`src/design/ida_pkg.sv`:
```
// ----------------------------------------------------------------------------
// ida_pkg
// Constants and pipeline stage types for the directed-rounding binary64 adder.
// ----------------------------------------------------------------------------
`default_nettype none
package ida_pkg;

  localparam logic [63:0] SignBit = 64'h8000000000000000;
  localparam logic [62:0] ExpMask = 63'h7FF0000000000000;
  localparam logic [63:0] QNan    = 64'h7FF8000000000000;
  localparam logic [62:0] MaxFin  = 63'h7FEFFFFFFFFFFFFF;
  localparam int unsigned XBits   = 9;

  // special-result handling carried down the pipe
  typedef struct packed {
    logic        special;
    logic [63:0] value;
  } spec_t;

  // after operand ordering
  typedef struct packed {
    spec_t       spec;
    logic        sa;
    logic        sb;
    logic [10:0] ea;
    logic [10:0] eb;
    logic [62:0] sig_a;
    logic [62:0] sig_b;
  } s1_t;

  // after alignment and add/subtract
  typedef struct packed {
    spec_t       spec;
    logic        neg;
    logic        zero_diff;
    logic        zero_same;
    logic [11:0] e;
    logic [62:0] m;
  } s2_t;

  // after normalization
  typedef struct packed {
    spec_t       spec;
    logic        neg;
    logic        zero_diff;
    logic        zero_same;
    logic [11:0] e;
    logic [53:0] keep;
    logic        inexact;
  } s3_t;

endpackage
`default_nettype wire

```
`src/design/interval_double_adder_core.sv`:
```
// ----------------------------------------------------------------------------
// interval_double_adder_core
// Adds two binary64 operands, rounded toward +inf and toward -inf.
// ----------------------------------------------------------------------------
// Usage:
//   Drive addend_a_i/addend_b_i and raise start_i; the transaction is taken at
//   the clock edge where start_i is high (busy_o is always low, the pipe never
//   stalls). One transaction may be issued every cycle.
//   Four register stages: unpack/order, align/add, normalize, round/pack.
//   The result appears on sum_upper_o/sum_lower_o with done_o high for one
//   cycle, once the transaction has passed registers s1_q, s2_q, s3_q and
//   up_q/lo_q. Throughput is one transaction per cycle, since every stage takes
//   a new transaction each cycle.
//   The receiver cannot stall; results are shown once and are not held.
//   Reset clears all stage valid bits; data registers are not reset.
//   NaN operands or inf-inf give the quiet NaN 0x7FF8000000000000.
// ----------------------------------------------------------------------------
`default_nettype none
module interval_double_adder_core
  import ida_pkg::*;
(
  input  wire logic        clk_i,
  input  wire logic        rst_ni,
  input  wire logic        start_i,
  output logic             busy_o,
  input  wire logic [63:0] addend_a_i,
  input  wire logic [63:0] addend_b_i,
  output logic             done_o,
  output logic [63:0]      sum_upper_o,
  output logic [63:0]      sum_lower_o
);

  logic [3:0] vld_q, vld_d;
  s1_t s1_q, s1_d;
  s2_t s2_q, s2_d;
  s3_t s3_q, s3_d;
  logic [63:0] up_q, up_d, lo_q, lo_d;

  assign busy_o = 1'b0;
  assign vld_d  = {vld_q[2:0], start_i};

  // stage 1: classify, order by magnitude
  always_comb begin
    logic [62:0] ma, mb;
    logic        swap;
    logic [63:0] a, b;
    ma = addend_a_i[62:0];
    mb = addend_b_i[62:0];
    s1_d.spec.special = 1'b0;
    s1_d.spec.value   = QNan;
    if (ma > ExpMask || mb > ExpMask) begin
      s1_d.spec.special = 1'b1;
    end else if (ma == ExpMask || mb == ExpMask) begin
      s1_d.spec.special = 1'b1;
      if (!(ma == ExpMask && mb == ExpMask && addend_a_i[63] != addend_b_i[63])) begin
        s1_d.spec.value = (ma == ExpMask) ? addend_a_i : addend_b_i;
      end
    end
    swap = mb > ma;
    a = swap ? addend_b_i : addend_a_i;
    b = swap ? addend_a_i : addend_b_i;
    s1_d.sa = a[63];
    s1_d.sb = b[63];
    s1_d.ea = (a[62:52] == 11'd0) ? 11'd1 : a[62:52];
    s1_d.eb = (b[62:52] == 11'd0) ? 11'd1 : b[62:52];
    s1_d.sig_a = {1'b0, a[62:52] != 11'd0, a[51:0], 9'd0};
    s1_d.sig_b = {1'b0, b[62:52] != 11'd0, b[51:0], 9'd0};
  end

  // stage 2: align with sticky, add or subtract
  always_comb begin
    logic [10:0] d;
    logic [62:0] sb, lost_mask;
    d = s1_q.ea - s1_q.eb;
    sb = s1_q.sig_b;
    lost_mask = '0;
    if (d >= 11'd63) begin
      sb = {62'd0, s1_q.sig_b != 63'd0};
    end else if (d != 11'd0) begin
      lost_mask = ~(63'h7FFFFFFFFFFFFFFF << d[5:0]);
      sb = (s1_q.sig_b >> d[5:0]) | {62'd0, (s1_q.sig_b & lost_mask) != 63'd0};
    end
    s2_d.spec = s1_q.spec;
    s2_d.neg  = s1_q.sa;
    s2_d.e    = {1'b0, s1_q.ea};
    if (s1_q.sa == s1_q.sb) begin
      s2_d.m = s1_q.sig_a + sb;
    end else begin
      s2_d.m = s1_q.sig_a - sb;
    end
    s2_d.zero_diff = (s1_q.sa != s1_q.sb) && (s2_d.m == 63'd0);
    s2_d.zero_same = (s1_q.sa == s1_q.sb) && (s2_d.m == 63'd0);
  end

  // stage 3: normalize
  always_comb begin
    logic [62:0] m;
    logic [11:0] e;
    logic [5:0]  lz, sh;
    logic        found;
    m = s2_q.m;
    e = s2_q.e;
    lz = 6'd0;
    sh = 6'd0;
    found = 1'b0;
    for (int i = 61; i >= 0; i--) begin
      if (!found && m[i]) begin
        found = 1'b1;
        lz = 6'(61 - i);
      end
    end
    if (m[62]) begin
      m = {1'b0, m[62:2], m[1] | m[0]};
      e = e + 12'd1;
    end else begin
      sh = (12'(lz) > e - 12'd1) ? 6'(e - 12'd1) : lz;
      m = m << sh;
      e = e - 12'(sh);
    end
    s3_d.spec      = s2_q.spec;
    s3_d.neg       = s2_q.neg;
    s3_d.zero_diff = s2_q.zero_diff;
    s3_d.zero_same = s2_q.zero_same;
    s3_d.e         = e;
    s3_d.keep      = m[62:XBits];
    s3_d.inexact   = m[XBits-1:0] != '0;
  end

  // stage 4: round both ways, pack
  function automatic logic [63:0] pack_dir(input s3_t s, input logic toward_inf);
    logic [53:0] k;
    logic [11:0] e;
    logic [62:0] t;
    k = s.keep + {53'd0, s.inexact && toward_inf};
    e = s.e;
    if (k[53]) begin
      k = k >> 1;
      e = e + 12'd1;
    end
    if (e >= 12'd2047) begin
      t = toward_inf ? ExpMask : MaxFin;
    end else begin
      t = {k[52] ? e[10:0] : 11'd0, k[51:0]};
    end
    return {s.neg, t};
  endfunction

  always_comb begin
    if (s3_q.spec.special) begin
      up_d = s3_q.spec.value;
      lo_d = s3_q.spec.value;
    end else if (s3_q.zero_diff) begin
      up_d = 64'd0;
      lo_d = SignBit;
    end else if (s3_q.zero_same) begin
      up_d = {s3_q.neg, 63'd0};
      lo_d = {s3_q.neg, 63'd0};
    end else begin
      up_d = pack_dir(s3_q, !s3_q.neg);
      lo_d = pack_dir(s3_q, s3_q.neg);
    end
  end

  always_ff @(posedge clk_i or negedge rst_ni) begin
    if (!rst_ni) begin
      vld_q <= '0;
    end else begin
      vld_q <= vld_d;
    end
  end

  always_ff @(posedge clk_i) begin
    s1_q <= s1_d;
    s2_q <= s2_d;
    s3_q <= s3_d;
    up_q <= up_d;
    lo_q <= lo_d;
  end

  assign done_o      = vld_q[3];
  assign sum_upper_o = up_q;
  assign sum_lower_o = lo_q;

endmodule
`default_nettype wire
```
`config.mk`:
```
export PLATFORM = sky130hd
export DESIGN_NAME = interval_double_adder_core
export DESIGN_NICKNAME = d
export VERILOG_FILES = /design/src/design/ida_pkg.sv /design/src/design/interval_double_adder_core.sv
export SDC_FILE = /design/constraint.sdc
export NUM_CORES = 2
export LEC_CHECK = 0
export ABC_AREA = 1
export BUFFER_PORTS_ARGS = -buffer_cell sky130_fd_sc_hd__buf_2
export CORE_MARGIN = 2
export CORE_UTILIZATION = 60
export DETAILED_ROUTE_END_ITERATION = 10
export PLACE_DENSITY = 0.79
export SLEW_MARGIN = 20
export SYNTH_ARGS = -nofsm -noshare
export SYNTH_HDL_FRONTEND = slang
export SYNTH_SLANG_ARGS = --single-unit
export TNS_END_PERCENT = 100
```
`constraint.sdc`:
```
create_clock -name clk_i -period 16.83 [get_ports clk_i]
set_input_delay 0.8415 -clock clk_i [delete_from_list [all_inputs] [get_ports clk_i]]
set_output_delay 0.8415 -clock clk_i [all_outputs]
set_load 0.03 [all_outputs]
```
# Word level (Yosys, flattened, before mapping)
# Index checks and enable logic that the tools add are counted.
# totals
regBits,604
latchBits,0
ram_bits,0
mem_bits_ro,0
inputBits,131
out_inout_bits,130
word_cells,358
n_memories,0
# classes
n_addsub,9
multipliers,0
div_mod_pow,0
magnitude_cmp,7
n_eq_ne,5
n_shift,3
muxes,161
n_bitwise,5
n_reduce_logical,141
# ops
cell,count
$mux W53,10
$mux W64,8
$mux W63,7
$mux W6,61
$eq A63 B63 Y1 const B,2
$gt A63 B63 Y1 const B,2
$reduce_bool A63 Y1,2
$add A54 B1 Y54,2
$mux W12,9
$logic_and A1 B1 Y1,67
$mux W65,1
$add A62 B63 Y63,1
$and A62 B63 Y63,1
$gt A63 B63 Y1,1
$logic_not A63 Y1,1
$not A63 Y63,1
$or A63 B1 Y63,1
$shl A63 B6 Y63,1
$shl A63 B6 Y63 const A,1
$shr A62 B6 Y63,1
$sub A62 B63 Y63,1
$logic_not A1 Y1,62
$mux W1,62
$mux W61,1
18 further kinds,25

# Longest topological paths before layout
# depth
ltp_word,189
ltp_mapped,63
ltp_nobuf,60

# Least setup slack after synthesis
# Ideal clock, no wire load.
# synth_timing
path_type,flip-flop to flip-flop
start,reg s2_q[58] (netlist bit)
end,reg s3_q[65] (netlist bit)
setup_ns,0.118
arrival_ns,7.409
slack_ns,9.303
stages_incl_launch_ff,60
path_buffers,3
cell_sequence,dfxtp_1 nor2_2 nand3_2 nor2_4 nand4_2 nor2_2 nand4_2 nor2_2 nand4_2 nor2_2 nand4_2 nor2_2 nand4_2 nor2_2 nand4_2 nor2_2 nand4_2 nor2_2 [... 24 more ...] inv_1 nor2_1 fa_1 a21oi_1 o21bai_1 a21oi_1 inv_1 a21oi_1 inv_1 nand2_1 inv_1 nor2_1 inv_1 a21oi_1 nor2_1 o21ai_0 nand2_1 xor2_1
# synth_rtl
element,line,rtl
start: declaration,interval_double_adder_core.sv:35,"s2_t s2_q, s2_d;"
start signal: assignment,interval_double_adder_core.sv:174,s2_q <= s2_d;
end signal: assignment,interval_double_adder_core.sv:175,s3_q <= s3_d;
end: declaration,interval_double_adder_core.sv:36,"s3_t s3_q, s3_d;"

==> run_results.csv <==
group,metric,value,unit
global_routing,grt_max_degree,124,
yosys,synth.cell_area,0.0391,mm²
critical_path,cpPeakStageDelay,0.71,ns
run,cap_violations,0,
clocking,cts_sinks,604,
timing,slew_headroom,29.0,%
cells_and_area,fill_cells,5804,
min_path,min_from,"start_i",
timing,setup_viol_count_final,0,
power,power.total,0.00777,W
routing,wl_per_cell,20.9,µm
timing,hold_violations,0,
run_status,status,"finished clean",
placed_design,place_congestion,1.09,
timing,rsz0062_at_grt,"false",
critical_path,startpoint_type,"flip-flop",
yosys,synth_top_cell_by_area,"dfxtp_1",
critical_path,worstSetupEndpointType,"flip-flop",
cells_and_area,drive_gt1_share,7.95,%
routing,drc_errors,0,
critical_path,crit_slowest_cell,"buf_4",
critical_path,cpMostUsedCell,"nand4_2",
clocking,cts_tree,"built",
floorplan,core.rowCount,93,
yosys,synthFlopType,"dfxtp_1",
critical_path,worstReg2RegStart,"s2_q[61]",
yosys,yosys-top-cells-area,"dfxtp_1 (31%), nand2_1 (12%), inv_1 (7.4%)",
timing,timing.final.ws_setup,6.76,ns
floorplan,die_area,0.0672,mm²
clocking,cts_root_buf,"clkbuf_16",
yosys,synthCells,5876,
clocking,cts-buffers-inserted,60,
timing,min_period_over_period,59.9,%
yosys,synth_edf_count,0,
floorplan,initial_utilization,60.6,%
critical_path,worstPathRequired,17.37,ns
cells_and_area,fin_util,66.9,%
routing,vias,41686,
power,powerDensity,180,mW/mm²
clocking,path_clk_slew,0.07,ns
timing,tns,0,ns
global_routing,antenna_found_initial,1,
floorplan,core,0.0645,mm²
yosys,yosys_warnings,0,
yosys,avgSynthCellArea,6.65,µm²
timing,period_needed,10.07,ns
power,p_leak,20.8,nW
yosys,async_flop_share,0.662,%
min_path,hold_depth,1,
critical_path,rr_endpoint,"s3_q[65]",
critical_path,reg2reg_slack,6.76,ns
min_path,hold_class,"primary input to flip-flop",
routing,drt_iter0_drc,5327,
global_routing,grt_pass1_wl,221000,µm
yosys,ys_ff_latch,604,
global_routing,grt_pass1_vias,39223,
routing,drtAntennaViolNets,0,
timing,tightest_slew,1.06,ns
floorplan,die_h,259,µm
cells_and_area,final_cells,6931,
clocking,clockBufferDepth,3,
cells_and_area,syn_to_final_growth,10.3,%
timing,drv_slew,0,
placed_design,place.port_buffers,259,
clocking,clk_latency,0.66,ns
routing,viasPerCell,6.01,
routing,wirelength,145000,µm
critical_path,critical_path_class,"flip-flop to flip-flop",
critical_path,worst_ep_arrival_time,10.61,ns
min_path,hold_end,"vld_q[0]",
placed_design,dpl.hpwl,114000,µm
yosys,yosysUniqueCellTypes,71,
critical_path,ff2ff_path_depth,56,
placed_design,dp.cells,6814,
timing,clock_skew,0.0469,ns
power,vdd_drop_max,0.111,mV
global_routing,track_usage,42.1,%
floorplan,io_pins,261,
cells_and_area,finalNetCount,6361,
critical_path,cp_max_fo,78,
placed_design,post-place-ws,7.09,ns
clocking,cts_max_level,2,
global_routing,grt_overflow,0,
yosys,yosysSeqAreaShare,31.0,%
floorplan,die_w,259,µm
routing,firstDrtPassIters,9,
yosys,synth_top_cell_area_share,30.7,%
timing,max_freq,99.3,MHz
worst max-delay path: cells and delay by family, from the launching register on:
kind	cells	cell delay, ns
xor gates and xnor gates	1	0.14
adders and majority gates	3	1.05
buffers and inverters	6	1.17
and+or+nand+nor	39	6.09
DFF	1	0.38
AOI/OAI and AO/OA	7	1.06
layout make-up:
| class | instances | area (µm²) | area share [%] |
|---|---|---|---|
| tap | 855 | 1070 | 2.48 |
| clock inverter | 35 | 500 | 1.16 |
| antenna | 3 | 7.51 | 0.0174 |
| multi-input combinational | 4276 | 23200 | 53.8 |
| timing repair buffer | 300 | 1610 | 3.73 |
| clock buffer | 78 | 1680 | 3.90 |
| inverter | 780 | 2930 | 6.79 |
| sequential | 604 | 12100 | 28.1 |
logic make-up after synthesis:
group | share of synthesized area (%)
fa+ha+maj | 6.72
flops | 31.0
xor+xnor | 4.26
compound gates | 17.6
mux | 1.84
other cells | 0.0192
simple gates | 28.1
buf+inv | 10.5
stage by stage:
stage / cell area, µm² / hold slack (ns)
floorplan: 39300 / 0.310
global placement: 40900 / 0.310
detailed placement: 40900 / 0.312
CTS: 43100 / 0.261
global route: 43100 / 0.265
finish: 43100 / 0.278
power by group:
part,internal [W],switching (W)
combinational,0.00123,0.00296
clock,0.000841,0.000598
sequential,0.00183,0.000306
total,0.00390,0.00387
registers in the layout, indices dropped and copies added, names as in the netlist:
name	flops
sum_upper_o	64
sum_lower_o	64
vld_q	4
s3_q	135
s1_q	195
s2_q	142
cell usage after synthesis, types with 11 or more instances:
library cell	instances
o221ai_1	14
nor2_1	475
o31ai_1	16
o21a_1	15
inv_1	773
a31oi_1	29
buf_2	27
xor2_1	169
mux2i_1	72
buf_1	37
ha_1	205
o21ai_1	29
nand4_1	81
o22ai_1	137
nand3_1	549
or2_2	13
o211ai_1	61
xnor2_1	21
nand2_1	1204
dfxtp_1	600
o21ai_0	427
clkbuf_1	199
nor3_1	92
nor4_1	65
o2111ai_1	11
a21oi_1	400
placed cells by master, fill, tap and decap left out, types with 61 or more instances in the layout:
cell | netlist | layout
buf_2 | 27 | 259
nand3_1 | 549 | 549
mux2i_1 | 72 | 72
a21oi_1 | 400 | 400
nand2_1 | 1204 | 1197
dfxtp_1 | 600 | 600
nand4_1 | 81 | 81
nor2_1 | 475 | 474
clkbuf_16 | 0 | 61
conb_1 | 2 | 63
ha_1 | 205 | 204
nor4_1 | 65 | 64
o22ai_1 | 137 | 137
xor2_1 | 169 | 169
o211ai_1 | 61 | 61
nor3_1 | 92 | 92
inv_1 | 773 | 771
o21ai_0 | 427 | 427
worst max-delay path by stage:
stage | startpoint | to | slack (ns) | cells past startpoint
2_1_floorplan | s2_q[58] | s3_q[65] | 9.30 | 59
3_3_place_gp | s2_q[58] | s3_q[65] | 7.48 | 56
3_5_place_dp | s2_q[61] | s3_q[65] | 7.09 | 56
4_1_cts | s2_q[61] | s3_q[65] | 7.05 | 56
5_1_grt | s2_q[61] | s3_q[65] | 5.85 | 58
6_report | s2_q[61] | s3_q[65] | 6.76 | 56
per-layer routing:
layer	global-route usage (%)	up-vias	share of wire (%)
li1	-	19834	-
met1	50.3	18838	38
met2	67.7	2441	44
met3	6.48	573	9.0
met4	33.6	0	9.7
met5	0	-	0
timing repair:
| action | CTS | global route |
|---|---|---|
| hold buffers | 1 | 0 |
| setup buffers | 0 | 0 |
| gates resized for setup | 0 | 0 |
| endpoints found under the hold margin | 4 | 0 |
No activity file was read; power rests on OpenSTA's default activity.
